<file path="src/hw/rtl/bsa_pkg.sv">
// bsa_pkg: field widths, status codes, request codes and register indexes
// for the bitmap slot allocator. No dependencies.
package bsa_pkg;

    localparam int SLOT_W      = 8;
    localparam int OFF_W       = 25;
    localparam int USED_W      = 9;
    localparam int CNT_CFG_W   = 9;
    localparam int OBJ_W       = 16;
    localparam int STATUS_W    = 2;
    localparam int CFG_IDX_W   = 2;
    localparam int CFG_DATA_W  = 16;
    localparam int IN_TDATA_W  = 8;
    localparam int OUT_TDATA_W = 48;

    typedef enum logic [STATUS_W-1:0] {
        ST_OK        = 2'd0,
        ST_FULL      = 2'd1,
        ST_NOT_ALLOC = 2'd2,
        ST_RANGE     = 2'd3
    } status_t;

    localparam logic REQ_ALLOC = 1'b0;
    localparam logic REQ_FREE  = 1'b1;

    localparam logic [CFG_IDX_W-1:0] CFG_SLOT_COUNT     = 2'd0;
    localparam logic [CFG_IDX_W-1:0] CFG_OBJECT_NIBLETS = 2'd1;
    localparam logic [CFG_IDX_W-1:0] CFG_PAD_ENABLE     = 2'd2;

    localparam logic [CNT_CFG_W-1:0] SLOT_COUNT_RST     = 9'd256;
    localparam logic [OBJ_W-1:0]     OBJECT_NIBLETS_RST = 16'd1;
    localparam logic                 PAD_ENABLE_RST     = 1'b0;

endpackage

</file>
<file path="src/hw/rtl/bitmap_slot_allocator.sv">
// bitmap_slot_allocator: single-slab slot allocator over a word-wide bitmap memory.
// Depends on bsa_pkg for field widths, status codes and register indexes.
// One module: sequencer, bitmap memory, reciprocal divide step and offset multiply.

// One request is handled at a time. After reset the bitmap memory is swept to zero,
// one word a cycle, before the first request is taken. An allocate with a full slab
// or a free out of range goes from S_IDLE straight to S_DONE. A free of a clear slot,
// or an allocate whose scan finds no free slot, passes S_DIV1, S_DIV2, S_READ, S_EVAL
// and S_DONE; any other request also passes S_UPD before S_DONE. An allocate repeats
// S_READ and S_EVAL for every further bitmap word it scans, since the scan reads one
// word per pass through the single memory read port. The next request is taken in
// S_IDLE, which is entered as the result is loaded. A finished result waits in the
// output register, and the next request is taken while it waits; a later result
// holds until that register is free.
module bitmap_slot_allocator
    import bsa_pkg::*;
#(
    parameter int MAX_SLOTS = 256,
    parameter int WORD_BITS = 64
)
(
    input  logic                   clk,
    input  logic                   rst_n,
    input  logic                   s_axis_tvalid,
    output logic                   s_axis_tready,
    input  logic [IN_TDATA_W-1:0]  s_axis_tdata,   // slot_index[7:0]
    input  logic                   s_axis_tuser,   // req_type[0]
    output logic                   m_axis_tvalid,
    input  logic                   m_axis_tready,
    output logic [OUT_TDATA_W-1:0] m_axis_tdata,   // granted_slot[7:0], niblet_offset[32:8],
                                                   // used_slots[41:33], zero[47:42]
    output logic [STATUS_W-1:0]    m_axis_tuser,   // status[1:0]
    input  logic                   cfg_valid,
    output logic                   cfg_ready,
    input  logic [CFG_IDX_W-1:0]   cfg_index,
    input  logic [CFG_DATA_W-1:0]  cfg_data
);

    localparam int NUM_WORDS = MAX_SLOTS / WORD_BITS;
    localparam int WI_W      = (NUM_WORDS > 1) ? $clog2(NUM_WORDS) : 1;
    localparam int BIT_W     = $clog2(WORD_BITS);
    localparam int CNT_W     = ($clog2(MAX_SLOTS) + 1 > CNT_CFG_W) ?
                               $clog2(MAX_SLOTS) + 1 : CNT_CFG_W;
    localparam int SH        = CNT_W + 8;
    localparam longint RECIP = (longint'(1) << SH) / WORD_BITS;
    localparam int DPROD_W   = CNT_W + SH;
    localparam int STORE_W   = OBJ_W + 1;
    localparam int OPROD_W   = STORE_W + CNT_W;

    localparam logic [CNT_W-1:0]     WB_C      = CNT_W'(WORD_BITS);
    localparam logic [CNT_W-1:0]     MAX_C     = CNT_W'(MAX_SLOTS);
    localparam logic [WORD_BITS-1:0] WORD_FULL = ~(WORD_BITS'(0));
    localparam logic [WI_W-1:0]      LAST_WORD = WI_W'(NUM_WORDS - 1);

    typedef enum logic [7:0] {
        S_CLEAR = 8'b00000001,
        S_IDLE  = 8'b00000010,
        S_DIV1  = 8'b00000100,
        S_DIV2  = 8'b00001000,
        S_READ  = 8'b00010000,
        S_EVAL  = 8'b00100000,
        S_UPD   = 8'b01000000,
        S_DONE  = 8'b10000000
    } state_t;

    state_t state_reg, state_next;

    logic [WORD_BITS-1:0] mem [NUM_WORDS];
    logic [WORD_BITS-1:0] rd_data_reg;
    logic                 mem_we;
    logic [WI_W-1:0]      mem_waddr;
    logic [WORD_BITS-1:0] mem_wdata;

    logic [CNT_CFG_W-1:0] slot_count_reg;
    logic [OBJ_W-1:0]     object_niblets_reg;
    logic                 pad_enable_reg;

    logic [WI_W-1:0]      clr_reg;
    logic [CNT_W-1:0]     hint_slot_reg;
    logic                 hint_exact_reg;
    logic [USED_W-1:0]    used_reg;

    logic                 req_free_reg;
    logic [CNT_W-1:0]     div_x_reg;
    logic [CNT_W-1:0]     q_reg;
    logic                 hint_ok_reg;
    logic                 first_reg;
    logic [WI_W-1:0]      w_reg;
    logic [WI_W-1:0]      start_w_reg;
    logic [CNT_W-1:0]     base_reg;
    logic [BIT_W-1:0]     bit_reg;
    logic [WORD_BITS-1:0] word_reg;
    logic [CNT_W-1:0]     slot_reg;
    status_t              res_status_reg;
    logic [OFF_W-1:0]     res_off_reg;

    logic                 m_valid_reg;
    status_t              m_status_reg;
    logic [SLOT_W-1:0]    m_slot_reg;
    logic [OFF_W-1:0]     m_off_reg;
    logic [USED_W-1:0]    m_used_reg;

    logic                 in_xfer;
    logic [CNT_W-1:0]     cap;
    logic [DPROD_W-1:0]   div_prod;
    logic [CNT_W-1:0]     qwb;
    logic [CNT_W-1:0]     rem_raw;
    logic                 rem_corr;
    logic [CNT_W-1:0]     rem_fix;
    logic [CNT_W-1:0]     q_fix;
    logic [CNT_W-1:0]     base_fix;
    logic                 start_wrap;
    logic [WORD_BITS-1:0] iso_rd;
    logic [BIT_W-1:0]     fc_rd;
    logic [WORD_BITS-1:0] iso_wd;
    logic [BIT_W-1:0]     fc_wd;
    logic [WORD_BITS-1:0] bit_mask;
    logic [CNT_W-1:0]     cand;
    logic                 hint_hit;
    logic                 scan_hit;
    logic [CNT_W-1:0]     nbase;
    logic                 scan_wrap;
    logic [WI_W-1:0]      next_w;
    logic                 scan_done;
    logic [STORE_W-1:0]   store;
    logic [OPROD_W-1:0]   off_prod;
    logic                 out_free;

    assign s_axis_tready = (state_reg == S_IDLE);
    assign in_xfer       = s_axis_tvalid && s_axis_tready;
    assign cfg_ready     = 1'b1;
    assign out_free      = !m_valid_reg || m_axis_tready;

    assign cap = (CNT_W'(slot_count_reg) > MAX_C) ? MAX_C : CNT_W'(slot_count_reg);

    // reciprocal divide by the word size, one correction step
    assign div_prod = DPROD_W'(div_x_reg) * DPROD_W'(RECIP);
    assign qwb      = CNT_W'(q_reg * WB_C);
    assign rem_raw  = div_x_reg - qwb;
    assign rem_corr = (rem_raw >= WB_C);
    assign rem_fix  = rem_corr ? rem_raw - WB_C : rem_raw;
    assign q_fix    = rem_corr ? q_reg + CNT_W'(1) : q_reg;
    assign base_fix = div_x_reg - rem_fix;
    assign start_wrap = (req_free_reg == REQ_ALLOC) && (base_fix >= cap);

    // lowest clear bit of the read word and of the updated word
    assign iso_rd = ~rd_data_reg & (rd_data_reg + WORD_BITS'(1));
    assign iso_wd = ~word_reg & (word_reg + WORD_BITS'(1));

    always_comb
    begin
        fc_rd = '0;
        fc_wd = '0;
        for (int i = 0; i < WORD_BITS; i++)
        begin
            fc_rd = fc_rd | (iso_rd[i] ? BIT_W'(i) : BIT_W'(0));
            fc_wd = fc_wd | (iso_wd[i] ? BIT_W'(i) : BIT_W'(0));
        end
    end

    assign bit_mask  = WORD_BITS'(1) << bit_reg;
    assign cand      = base_reg + CNT_W'(fc_rd);
    assign hint_hit  = first_reg && hint_ok_reg && !rd_data_reg[bit_reg];
    assign scan_hit  = (rd_data_reg != WORD_FULL) && (cand < cap);
    assign nbase     = base_reg + WB_C;
    assign scan_wrap = (nbase >= cap);
    assign next_w    = scan_wrap ? WI_W'(0) : w_reg + WI_W'(1);
    assign scan_done = (next_w == start_w_reg);

    assign store    = STORE_W'(object_niblets_reg) + STORE_W'({pad_enable_reg, 1'b0});
    assign off_prod = OPROD_W'(store) * OPROD_W'(slot_reg) + OPROD_W'(pad_enable_reg);

    assign mem_we    = (state_reg == S_CLEAR) || (state_reg == S_UPD);
    assign mem_waddr = (state_reg == S_CLEAR) ? clr_reg : w_reg;
    assign mem_wdata = (state_reg == S_CLEAR) ? WORD_BITS'(0) : word_reg;

    always_comb
    begin
        state_next = state_reg;
        case (state_reg)
            S_CLEAR:
            begin
                if (clr_reg == LAST_WORD)
                begin
                    state_next = S_IDLE;
                end
            end
            S_IDLE:
            begin
                if (in_xfer)
                begin
                    if (s_axis_tuser == REQ_ALLOC)
                    begin
                        state_next = (CNT_W'(used_reg) >= cap) ? S_DONE : S_DIV1;
                    end
                    else
                    begin
                        state_next = (CNT_W'(s_axis_tdata) >= cap) ? S_DONE : S_DIV1;
                    end
                end
            end
            S_DIV1: state_next = S_DIV2;
            S_DIV2: state_next = S_READ;
            S_READ: state_next = S_EVAL;
            S_EVAL:
            begin
                if (req_free_reg == REQ_FREE)
                begin
                    state_next = rd_data_reg[bit_reg] ? S_UPD : S_DONE;
                end
                else if (hint_hit || scan_hit)
                begin
                    state_next = S_UPD;
                end
                else
                begin
                    state_next = scan_done ? S_DONE : S_READ;
                end
            end
            S_UPD: state_next = S_DONE;
            S_DONE:
            begin
                if (out_free)
                begin
                    state_next = S_IDLE;
                end
            end
            default: state_next = S_CLEAR;
        endcase
    end

    // control state
    always_ff @(posedge clk or negedge rst_n)
    begin
        if (!rst_n)
        begin
            state_reg          <= S_CLEAR;
            clr_reg            <= '0;
            hint_slot_reg      <= '0;
            hint_exact_reg     <= 1'b1;
            used_reg           <= '0;
            slot_count_reg     <= SLOT_COUNT_RST;
            object_niblets_reg <= OBJECT_NIBLETS_RST;
            pad_enable_reg     <= PAD_ENABLE_RST;
            m_valid_reg        <= 1'b0;
        end
        else
        begin
            state_reg <= state_next;
            if (state_reg == S_CLEAR)
            begin
                clr_reg <= clr_reg + WI_W'(1);
            end
            if (cfg_valid && cfg_ready)
            begin
                case (cfg_index)
                    CFG_SLOT_COUNT:     slot_count_reg     <= cfg_data[CNT_CFG_W-1:0];
                    CFG_OBJECT_NIBLETS: object_niblets_reg <= cfg_data[OBJ_W-1:0];
                    CFG_PAD_ENABLE:     pad_enable_reg     <= cfg_data[0];
                    default:            ;
                endcase
            end
            if (state_reg == S_UPD)
            begin
                if (req_free_reg == REQ_ALLOC)
                begin
                    used_reg <= used_reg + USED_W'(1);
                    if (word_reg == WORD_FULL)
                    begin
                        hint_slot_reg  <= base_reg + WB_C;
                        hint_exact_reg <= 1'b0;
                    end
                    else
                    begin
                        hint_slot_reg  <= base_reg + CNT_W'(fc_wd);
                        hint_exact_reg <= 1'b1;
                    end
                end
                else
                begin
                    if (used_reg != '0)
                    begin
                        used_reg <= used_reg - USED_W'(1);
                    end
                    if (!hint_exact_reg || hint_slot_reg > slot_reg)
                    begin
                        hint_slot_reg  <= slot_reg;
                        hint_exact_reg <= 1'b1;
                    end
                end
            end
            if (state_reg == S_DONE && out_free)
            begin
                m_valid_reg <= 1'b1;
            end
            else if (m_valid_reg && m_axis_tready)
            begin
                m_valid_reg <= 1'b0;
            end
        end
    end

    // datapath
    always_ff @(posedge clk)
    begin
        case (state_reg)
            S_IDLE:
            begin
                if (in_xfer)
                begin
                    req_free_reg   <= s_axis_tuser;
                    hint_ok_reg    <= hint_exact_reg && (hint_slot_reg < cap);
                    div_x_reg      <= (s_axis_tuser == REQ_ALLOC) ? hint_slot_reg
                                                                  : CNT_W'(s_axis_tdata);
                    res_off_reg    <= '0;
                    if (s_axis_tuser == REQ_ALLOC)
                    begin
                        res_status_reg <= ST_FULL;
                        slot_reg       <= '0;
                    end
                    else
                    begin
                        res_status_reg <= ST_RANGE;
                        slot_reg       <= CNT_W'(s_axis_tdata);
                    end
                end
            end
            S_DIV1:
            begin
                q_reg <= div_prod[SH +: CNT_W];
            end
            S_DIV2:
            begin
                bit_reg   <= rem_fix[BIT_W-1:0];
                first_reg <= 1'b1;
                if (start_wrap)
                begin
                    w_reg       <= '0;
                    start_w_reg <= '0;
                    base_reg    <= '0;
                end
                else
                begin
                    w_reg       <= q_fix[WI_W-1:0];
                    start_w_reg <= q_fix[WI_W-1:0];
                    base_reg    <= base_fix;
                end
            end
            S_EVAL:
            begin
                if (req_free_reg == REQ_FREE)
                begin
                    word_reg       <= rd_data_reg & ~bit_mask;
                    res_status_reg <= ST_NOT_ALLOC;
                end
                else if (hint_hit)
                begin
                    word_reg <= rd_data_reg | bit_mask;
                    slot_reg <= base_reg + CNT_W'(bit_reg);
                end
                else if (scan_hit)
                begin
                    word_reg <= rd_data_reg | iso_rd;
                    slot_reg <= cand;
                end
                else
                begin
                    first_reg <= 1'b0;
                    w_reg     <= next_w;
                    base_reg  <= scan_wrap ? CNT_W'(0) : nbase;
                end
            end
            S_UPD:
            begin
                res_status_reg <= ST_OK;
                res_off_reg    <= off_prod[OFF_W-1:0];
            end
            default: ;
        endcase

        if (state_reg == S_DONE && out_free)
        begin
            m_status_reg <= res_status_reg;
            m_slot_reg   <= slot_reg[SLOT_W-1:0];
            m_off_reg    <= res_off_reg;
            m_used_reg   <= used_reg;
        end
    end

    // bitmap memory, one write and one registered read port
    always_ff @(posedge clk)
    begin
        if (mem_we)
        begin
            mem[mem_waddr] <= mem_wdata;
        end
        if (state_reg == S_READ)
        begin
            rd_data_reg <= mem[w_reg];
        end
    end

    assign m_axis_tvalid = m_valid_reg;
    assign m_axis_tuser  = m_status_reg;
    assign m_axis_tdata  = {(OUT_TDATA_W - USED_W - OFF_W - SLOT_W)'(0),
                            m_used_reg, m_off_reg, m_slot_reg};

    // an allocate sets exactly one bit of the word it read
    a_alloc_one_bit: assert property (@(posedge clk) disable iff (!rst_n)
        (state_reg == S_UPD && req_free_reg == REQ_ALLOC) |->
        ($countones(word_reg) == $countones(rd_data_reg) + 1))
        else $error("allocate did not set exactly one bitmap bit");

    // a free clears exactly one bit of the word it read
    a_free_one_bit: assert property (@(posedge clk) disable iff (!rst_n)
        (state_reg == S_UPD && req_free_reg == REQ_FREE) |->
        ($countones(word_reg) + 1 == $countones(rd_data_reg)))
        else $error("free did not clear exactly one bitmap bit");

    // an exact hint always names a slot inside the bitmap
    a_hint_range: assert property (@(posedge clk) disable iff (!rst_n)
        hint_exact_reg |-> (hint_slot_reg < MAX_C))
        else $error("exact hint outside the bitmap");

    // a finished result reaches the output register once it is free
    a_result_loaded: assert property (@(posedge clk) disable iff (!rst_n)
        (state_reg == S_DONE && !m_valid_reg) |=> (m_valid_reg && state_reg == S_IDLE))
        else $error("finished result not loaded into the output register");

endmodule
</file>
<file path="config.mk">
export PLATFORM = sky130hd
export DESIGN_NAME = bitmap_slot_allocator
export DESIGN_NICKNAME = d
export VERILOG_FILES = /design/src/hw/rtl/bsa_pkg.sv /design/src/hw/rtl/bitmap_slot_allocator.sv
export SDC_FILE = /design/constraint.sdc
export NUM_CORES = 1
export LEC_CHECK = 0
export BUFFER_PORTS_ARGS = -buffer_cell sky130_fd_sc_hd__buf_2
export CORE_UTILIZATION = 60
export CTS_CLUSTER_DIAMETER = 120
export DETAILED_ROUTE_END_ITERATION = 10
export GPL_TIMING_DRIVEN = 0
export PLACE_DENSITY = 0.77
export SKIP_LAST_GASP = 1
export SLEW_MARGIN = 10
export SYNTH_ARGS = -nofsm -noshare
export SYNTH_HDL_FRONTEND = slang
export SYNTH_SLANG_ARGS = --single-unit
export TNS_END_PERCENT = 30
</file>
<file path="constraint.sdc">
create_clock -name clk -period 8.46 [get_ports clk]
set_clock_uncertainty 0.15 [all_clocks]
set_input_delay 0.846 -clock clk [delete_from_list [all_inputs] [get_ports clk]]
set_output_delay 0.846 -clock clk [all_outputs]
set_load 0.1 [all_outputs]
</file>
# Word-level counts from Yosys, hierarchy flattened
# Memory sizes are Yosys's and may differ from the RTL's. A register that Yosys moved wholly into a read port is not among the register bits.
# Cells that the tools add are included.
dict set report word_totals {
  register_bits 234
  ramBits 256
  in_bits 32
  word_cells 436
  n_memories 1
}
dict set report op_classes {
  add_sub_neg 16
  n_mul 1
  order_cmp 10
  n_eq_ne 24
  shifts 1
  mux 188
  bitwise_logic 133
  reduce_logical 35
}
# name words word_bits rd rd_ports_with_merged_regs wr line
set memory_table {}
lappend memory_table {mem 4 64 1 1 1 bitmap_slot_allocator.sv:68} ;# logic [WORD_BITS-1:0] mem [NUM_WORDS];
# operator count
set ops {}
lappend ops {{$mux 6} 64}
lappend ops {{$or 6x6->6} 62}
lappend ops {{$mux 64} 4}
lappend ops {{$and 64x64->64} 3}
lappend ops {{$not 64->64} 3}
lappend ops {{$mux 5} 32}
lappend ops {{$or 5x5->5} 30}
lappend ops {{$mux 9} 16}
lappend ops {{$add 64x1->64 const B} 2}
lappend ops {{$or 64x64->64} 2}
lappend ops {{$mux 8} 12}
lappend ops {{$eq 64x64->1 const B} 1}
lappend ops {{$mux 4} 16}
lappend ops {{$ne 64x64->1 const B} 1}
lappend ops {{$pmux 8 s8} 1}
lappend ops {{$shl 1x6->64 const A} 1}
lappend ops {{$or 4x4->4} 14}
lappend ops {{$pmux 25 s2} 1}
lappend ops {{$pmux 9 s2} 2}
lappend ops {{$mux 2} 14}
lappend ops {{$add 9x6->9} 3}
lappend ops {{$ge 9x9->1} 3}
lappend ops {{$add 25x1->25} 1}
lappend ops {{$mul 17x9->25} 1}
lappend ops {{52 further kinds} 119}

# Depth between registers and ports, before layout
# Gate-level depths: netlist (run 1).
dict set report logic_depth {
  word_depth 72
  ltp_mapped 24
  ltp_nobuf 24
}

# Least setup slack after synthesis (run 1)
# OpenSTA, ideal clock, no wires.
dict set report synth_path {
  path_kind {reg2reg}
  start {reg rd_data_reg[20] (read register of mem)}
  end {reg word_reg[0] (enable)}
  setup_ns 0.508
  t_arrival_ns 7.067
  required_time_ns 7.802
  path_slack_ns 0.735
  stages_incl_launch_ff 20
  path_buffers 2
  period_less_slack_ns 7.725
  path_cell_list {edfxtp_1 buf_4 and4_1 clkbuf_1 nand4_1 nor3_4 nand4_4 or3_4 o22a_1 and4b_4 nand4b_4 ha_1 a21o_1 a21o_1 a21o_1 a211oi_1 o21ai_0 nor4b_1 a21oi_2 a21oi_1}
}
dict set report synth_via {
  elab_chain_cells 52
  elab_cells_between_ends 101
}
# element line
set synth_lines {}
lappend synth_lines {{start: declaration} bitmap_slot_allocator.sv:69} ;# logic [WORD_BITS-1:0] rd_data_reg;
lappend synth_lines {{$add 64x1->64 or $not 64->64 (tied branches)} bitmap_slot_allocator.sv:147} ;# assign iso_rd = ~rd_data_reg & (rd_data_reg + WORD_BITS'(1));
lappend synth_lines {{$and 64x64->64} bitmap_slot_allocator.sv:147}
lappend synth_lines {{$mux 5} bitmap_slot_allocator.sv:156} ;# fc_rd = fc_rd | (iso_rd[i] ? BIT_W'(i) : BIT_W'(0));
lappend synth_lines {{$or 5x5->5 (12 in a row)} bitmap_slot_allocator.sv:156}
lappend synth_lines {{$or 5x6->6} bitmap_slot_allocator.sv:156}
lappend synth_lines {{$or 6x6->6 (31 in a row)} bitmap_slot_allocator.sv:156}
lappend synth_lines {{$add 9x6->9} bitmap_slot_allocator.sv:162} ;# assign cand = base_reg + CNT_W'(fc_rd);
lappend synth_lines {{$lt 9x9->1} bitmap_slot_allocator.sv:164} ;# assign scan_hit = (rd_data_reg != WORD_FULL) && (cand < cap);
lappend synth_lines {{$logic_and 1x1->1} bitmap_slot_allocator.sv:164}
lappend synth_lines {{$reduce_bool 3->1 (no source line) *} --}
lappend synth_lines {{$reduce_and 2->1 (no source line) *} --}
lappend synth_lines {{end signal: assignment} bitmap_slot_allocator.sv:353} ;# word_reg <= rd_data_reg & ~bit_mask;
lappend synth_lines {{end signal: assignment} bitmap_slot_allocator.sv:358} ;# word_reg <= rd_data_reg | bit_mask;
lappend synth_lines {{end signal: assignment} bitmap_slot_allocator.sv:363} ;# word_reg <= rd_data_reg | iso_rd;
lappend synth_lines {{end: declaration} bitmap_slot_allocator.sv:92} ;# logic [WORD_BITS-1:0] word_reg;
# Every way passes the cells marked *; elsewhere a longest branch is shown, timed or not. The select of a mux whose other input is x is not followed.
# A chain may end at the register's enable or synchronous reset.

# Worst setup path in the final report (run 1)
dict set report layout_path {
  start {reg pad_enable_reg}
  end {reg res_off_reg[23], data pin}
}
dict set report layout_via {
  elab_chain_cells 4
}
# element line
set layout_lines {}
lappend layout_lines {{start: declaration} bitmap_slot_allocator.sv:76} ;# logic pad_enable_reg;
lappend layout_lines {{start signal: assignment} bitmap_slot_allocator.sv:259} ;# CFG_PAD_ENABLE: pad_enable_reg <= cfg_data[0];
lappend layout_lines {{$add 16x2->17} bitmap_slot_allocator.sv:170} ;# assign store = STORE_W'(object_niblets_reg) + STORE_W'({pad_enable_reg, 1'b0});
lappend layout_lines {{$mul 17x9->25} bitmap_slot_allocator.sv:171} ;# assign off_prod = OPROD_W'(store) * OPROD_W'(slot_reg) + OPROD_W'(pad_enable_reg);
lappend layout_lines {{$add 25x1->25 *} bitmap_slot_allocator.sv:171}
lappend layout_lines {{$pmux 25 s2 *} bitmap_slot_allocator.sv:306} ;# case (state_reg)
lappend layout_lines {{end signal: assignment} bitmap_slot_allocator.sv:376} ;# res_off_reg <= off_prod[OFF_W-1:0];
lappend layout_lines {{end: declaration} bitmap_slot_allocator.sv:95} ;# logic [OFF_W-1:0] res_off_reg;
# Every way passes the cells marked *; elsewhere a longest branch is shown, timed or not.

==> flow_summary.json, run 1 <==
{
  "yosys_warnings": 0,
  "path_class": "register to register",
  "cpLargestDelayFamily": "adder cells",
  "placed_area_um2": 33800,
  "min_path_type": "input port to asynchronous set/reset pin",
  "via_count": 24500,
  "via_per_inst": 6.76,
  "fin_crit_sh_pct": 86.0,
  "io_pins": 85,
  "critPathMaxFanout": 9,
  "core_um2": 52700,
  "p_leak_nw": 13.3,
  "hold_viol": 0,
  "ir_worst_vdd_uv": 367,
  "die_h_um": 233,
  "largest_reg_flops": 256,
  "ys.flop_type": "edfxtp_1",
  "drcViolationCount": 0,
  "cpPeakStageDelay_ns": 0.68,
  "report.final.slew_viol_count": 0,
  "syn-cell-area_um2": 32100,
  "io_buffers": 77,
  "yosysSeqAreaShare_pct": 50.4,
  "crit_path_cell_trace": "ha_1, ha_1, nand3_1, nor3_1, xor2_1, nand2_1, fa_1, inv_1, fa_1, inv_1, fa_1, inv_1, fa_1, ha_1, a21o_1, a21o_1, a21o_1, a221oi_1, o21ai_0, nand2_1, a21oi_1, a31oi_1, mux2i_1",
  "layout_common_cells": "edfxtp_1, nand2_1, inv_1",
  "reg2reg_depth": 23,
  "finalInstanceArea_um2": 35800,
  "antenna_found_initial": 4,
  "pre_cts_ws_ns": 1.33,
  "grtUsageTotal_pct": 38.7,
  "critPathArrivalTime_ns": 7.56,
  "dp_cells": 3511,
  "relSlewSlack_pct": 14.8,
  "drt_wl_total_mm": 104,
  "gp_congestion": 1.00,
  "grt_pass1_wl_mm": 154,
  "ys_top_cells_by_area": "edfxtp_1, fa_1, mux4_2",
  "path_clk_slew_ns": 0.07,
  "cp_common_cell": "fa_1",
  "cts_buffer_depth": 3,
  "avgSynthCellArea_um2": 11.8,
  "r2r_end": "res_off_reg[23]",
  "report.final.setup_viol": 0,
  "final_common_cell": "edfxtp_1",
  "required_ns": 8.75,
  "power.density_nw_per_um2": 297,
  "rrSetupSlack_ns": 1.19,
  "layout.cells.non_filler": 3618,
  "worst_pin_slew_ns": 1.27,
  "fmax_mhz": 137,
  "drt_iter0_markers": 2906,
  "synth_seq_cells": 548,
  "drtAntennaViolNets": 0,
  "r2r_start": "pad_enable_reg",
  "postCtsSetupBuffers": 0,
  "worst-path-buf-inv": 3,
  "yosysTopAreaCell": "edfxtp_1",
  "clock_sinks": 548,
  "maxCapViolations": 0,
  "ys_types": 96,
  "wl_per_cell_um": 28.7,
  "area_growth_syn_to_layout_pct": 11.7,
  "synth_top_area_share_pct": 46.1,
  "clkLatencyLatePin_ns": 0.64,
  "critPathSlowestCell": "nor3_1",
  "async_flop_share_pct": 10.2,
  "startpoint_type": "register",
  "endpoint_kind": "register",
  "dr.pass1.iters": 7,
  "cts_tree": "done",
  "cts_root_buf": "clkbuf_16",
  "row_count": 84,
  "rsz0062_at_grt": "false",
  "syn_inst": 2716,
  "period_minus_slack_ns": 7.27,
  "final.setup.worst_slack_ns": 1.19,
  "outcome": "finished, final reports clean",
  "dieArea_um2": 54400,
  "initial_core_util_pct": 60.9,
  "dp_hpwl_mm": 77.1,
  "nNetsFinal": 3134,
  "crit_path_start": "pad_enable_reg",
  "cts-resized-gates": 0,
  "grt_max_degree": 57,
  "die_w_um": 233,
  "overflow": 0,
  "drive_gt1_share_pct": 14.0,
  "cts_buffers": 56,
  "cts_hold_buf": 0,
  "total_power_mw": 10.6,
  "htreeDepth": 2,
  "synth_enable_flop_cells": 492,
  "grt_pass1_vias": 24600
}
==> kinds of logic after synthesis <==
kind of cell    Yosys count  share of synthesized area (%)
other cells               2                         0.0234
fa+ha+maj               221                           11.1
xor+xnor                 51                           1.39
simple gates            959                           16.0
mux                     135                           7.65
buf+inv                 311                           3.90
compound gates          489                           9.50
flops                   548                           50.4
==> layout make-up <==
| type | count | area (µm²) |
|---|---|---|
| diodes | 1 | 2.50 |
| plain buffers | 131 | 577 |
| clock buffers | 68 | 1540 |
| clock inverters | 38 | 489 |
| fillers | 3651 | 16800 |
| inverters | 180 | 676 |
| multi-input cells | 1863 | 14800 |
| flip-flops and latches | 548 | 16200 |
| well taps | 688 | 861 |
| repair buffers | 101 | 726 |
==> report_power, final <==
group          internal, mW  switching [mW]  leakage [nW]
clock network          1.59            1.13         0.992
logic                  1.63            2.44          7.08
registers              3.66           0.190          5.21
==> cell usage after synthesis, drive strengths merged (9+ instances only) <==
| master | count |
|---|---|
| edfxtp | 492 |
| mux2i | 13 |
| o41ai | 9 |
| a21o | 22 |
| nor2 | 130 |
| a211oi | 9 |
| nor2b | 17 |
| nand3b | 14 |
| ha | 114 |
| a21boi | 9 |
| nor4 | 38 |
| xor2 | 18 |
| mux2 | 38 |
| clkbuf | 88 |
| nand4 | 53 |
| nand2b | 15 |
| buf | 43 |
| a41oi | 13 |
| inv | 178 |
| a21oi | 96 |
| dfrtp | 52 |
| xnor2 | 33 |
| nand3 | 90 |
| nand2 | 264 |
| or3 | 15 |
| o31ai | 15 |
| o211ai | 10 |
| o21bai | 9 |
| and3 | 21 |
| or4 | 9 |
| o21ai | 194 |
| and4 | 10 |
| nand4b | 13 |
| or2 | 10 |
| a31oi | 29 |
| and2 | 119 |
| nor3b | 16 |
| fa | 107 |
| nor3 | 112 |
| mux4 | 84 |
==> worst max path at each step <==
stage	to	slack [ns]	depth (start not counted)
5_1_grt	res_off_reg[23]	0.92	23
3_3_place_gp	mem[0][43]	-3.49	7
6_report	res_off_reg[23]	1.19	23
3_5_place_dp	res_off_reg[23]	1.33	23
2_1_floorplan	word_reg[0]	0.73	19
4_1_cts	res_off_reg[23]	1.26	23
==> through the flow <==
step / hold slack (ns) / utilization [%] / TNS (ns)
final: 0.151 / 68.0 / 0
after global routing: 0.210 / 68.0 / 0
after CTS: 0.161 / 68.0 / 0
after detailed placement: 0.255 / 64.2 / 0
after global placement: 0.251 / 63.3 / -724.54
after floorplan: 0.250 / - / 0
==> metal layers <==
layer / GRT usage [%] / part of all wire [%] / vias up
li1: - / - / 10500
met1: 48.9 / 37 / 12000
met2: 63.7 / 48 / 1598
met3: 6.65 / 9.4 / 356
met4: 20.8 / 5.8 / 2
met5: 0 / 0.013 / -
==> worst register-to-register path: cells and delay by family (launching register included) <==
kind            cells  cell delay (ns)
mux                 1             0.26
xor+xnor            1             0.63
compound gates      7             1.60
simple gates        4             1.16
buf+inv             3             0.16
fa+ha+maj           7             2.73
flops               1             0.41
No activity file was read; power rests on OpenSTA's default activity.
==> run 2: changes to the inputs <==
--- a/config.mk
+++ b/config.mk
@@ -10,7 +10,7 @@
 export CTS_CLUSTER_DIAMETER = 120
 export DETAILED_ROUTE_END_ITERATION = 10
 export GPL_TIMING_DRIVEN = 0
-export PLACE_DENSITY = 0.77
+export PLACE_DENSITY_LB_ADDON = 0.2
 export SKIP_LAST_GASP = 1
 export SLEW_MARGIN = 10
 export SYNTH_ARGS = -nofsm -noshare
==> constraint.sdc (replaced) <==
create_clock -name clk -period 8.5 [get_ports clk]
set_clock_uncertainty 0.15 [all_clocks]
set_input_delay 0.85 -clock clk [delete_from_list [all_inputs] [get_ports clk]]
set_output_delay 0.85 -clock clk [all_outputs]
set_load 0.1 [all_outputs]
==> run 2 against run 1 <==
Compared with the run above: wire length down 3.2%; setup slack better by 0.033 ns; first-iteration DRC count increased by 4.6%; combinational power down 2%; critical path type unchanged; largest power group unchanged.
==> flow_summary.json, run 2 (synthesized netlist as in run 1, its figures left out) <==
{
  "outcome": "finished, final reports clean",
  "layout_common_cells": "edfxtp_1, nand2_1, inv_1",
  "total_power_mw": 10.4,
  "dp_hpwl_mm": 74.0,
  "grt_max_degree": 57,
  "io_buffers": 77,
  "r2r_start": "pad_enable_reg",
  "min_path_type": "input port to asynchronous set/reset pin",
  "cts_buffers": 56,
  "report.final.slew_viol_count": 0,
  "dr.pass1.iters": 8,
  "postCtsSetupBuffers": 0,
  "largest_reg_flops": 256,
  "grt_pass1_vias": 24000,
  "pwr-share-clk_pct": 24.9,
  "critPathSlowestCell": "xor2_1",
  "dp_cells": 3510,
  "drt_wl_total_mm": 101,
  "row_count": 84,
  "gp_congestion": 1.01,
  "path_class": "register to register",
  "drtAntennaViolNets": 0,
  "p_leak_nw": 13.2,
  "grtUsageTotal_pct": 37.7,
  "cts_hold_buf": 0,
  "cts-resized-gates": 0,
  "crit_path_start": "pad_enable_reg",
  "htreeDepth": 2,
  "hold_viol": 0,
  "clkLatencyLatePin_ns": 0.62,
  "path_clk_slew_ns": 0.06,
  "antenna_found_initial": 4,
  "io_pins": 85,
  "clock_sinks": 548,
  "die_h_um": 233,
  "overflow": 0,
  "fmax_mhz": 137,
  "dieArea_um2": 54400,
  "power.net_switching_mw": 3.61,
  "cpPeakStageDelay_ns": 0.68,
  "nNetsFinal": 3133,
  "core_um2": 52700,
  "grt_pass1_wl_mm": 150,
  "via_per_inst": 6.74,
  "cts_root_buf": "clkbuf_16",
  "pwr-share-comb_pct": 38.4,
  "crit_path_cell_trace": "ha_1, ha_1, nand3_1, nor3_1, xor2_1, nand2_1, fa_1, inv_1, fa_1, inv_1, fa_1, inv_1, fa_1, ha_1, a21o_1, a21o_1, a21o_1, a221oi_1, o21ai_0, nand2_1, a21oi_1, a31oi_1, mux2i_1",
  "die_w_um": 233,
  "endpoint_kind": "register",
  "critPathArrivalTime_ns": 7.59,
  "power.density_nw_per_um2": 291,
  "wl_per_cell_um": 27.8,
  "report.final.setup_viol": 0,
  "sequentialPowerShare_pct": 36.7,
  "critPathMaxFanout": 9,
  "via_count": 24400,
  "required_ns": 8.81,
  "layout.cells.non_filler": 3618,
  "drt_iter0_markers": 3039,
  "cts_tree": "done",
  "maxCapViolations": 0,
  "drive_gt1_share_pct": 13.9,
  "ir_worst_vdd_uv": 350,
  "fillers": 3757,
  "relSlewSlack_pct": 19.2,
  "drcViolationCount": 0,
  "rsz0062_at_grt": "false",
  "fin_crit_sh_pct": 85.7,
  "internal_power_mw": 6.79,
  "final_common_cell": "edfxtp_1",
  "cts_buffer_depth": 3,
  "startpoint_type": "register",
  "period_minus_slack_ns": 7.28,
  "area_growth_syn_to_layout_pct": 11.4,
  "sw_frac_of_total_pct": 34.7,
  "initial_core_util_pct": 60.9,
  "worst_pin_slew_ns": 1.21,
  "cp_common_cell": "fa_1"
}
run 2: power groups by stage:
stage / registers, mW / clock network (mW) / logic [mW]
4_1_cts: 3.82 / 2.61 / 3.96
3_5_place_dp: 3.86 / 0 / 3.90
6_report: 3.82 / 2.58 / 3.99
3_3_place_gp: 3.91 / 0 / 3.60
2_1_floorplan: 3.85 / 0 / 2.87
5_1_grt: 3.86 / 2.70 / 4.41
run 2: routing by layer:
layer / vias up / wire [µm] / GRT usage, %
li1: 10500 / - / -
met1: 12100 / 38100 / 49.6
met2: 1484 / 48200 / 61.9
met3: 336 / 8920 / 5.48
met4: 4 / 5310 / 17.8
met5: - / 23 / 0
run 2: final timing paths:
path | cells after the start | end | slack (ns)
worst max-delay path | 23 | res_off_reg[23] | 1.22
worst min-delay path | 1 | used_reg[6] | 0.17
worst max register to register | 23 | res_off_reg[23] | 1.22
worst min register to register | 0 | m_off_reg[24] | 0.27
max in group asynchronous | 1 | object_niblets_reg[13] | 7.50
min in group clk | 0 | m_off_reg[24] | 0.27
run 2: worst max-delay path, delay by kind of cell, from the launching register on:
kind	cells	cell delay, ns
adder cells (fa/ha/maj)	7	2.72
AO/OA/AOI/OAI	7	1.64
AND/OR/NAND/NOR	4	1.11
XOR/XNOR	1	0.68
flip-flops	1	0.42
multiplexers	1	0.23
buffers and inverters	3	0.17
run 2: cell type report:
cell class	instances	area, µm²	area share (%)
diodes	2	5.00	0.0140
plain buffers	131	577	1.61
clock buffers	70	1580	4.41
clock inverters	36	375	1.05
inverters	180	676	1.89
multi-input cells	1863	14800	41.3
flip-flops and latches	548	16200	45.3
well taps	688	861	2.41
repair buffers	100	727	2.03
run 2: through the flow:
stage / setup TNS, ns / utilization (%) / worst slack (ns) / hold slack [ns] / instance area (µm²)
4_1_cts: 0 / 67.9 / 1.29 / 0.182 / 35700
3_5_place_dp: 0 / 64.2 / 1.38 / 0.255 / 33800
6_report: 0 / 67.9 / 1.22 / 0.169 / 35800
2_1_floorplan: 0 / - / 0.775 / 0.250 / 32100
5_1_grt: 0 / 67.9 / 0.862 / 0.225 / 35700
3_3_place_gp: -679.58 / 63.3 / -3.39 / 0.251 / 33300
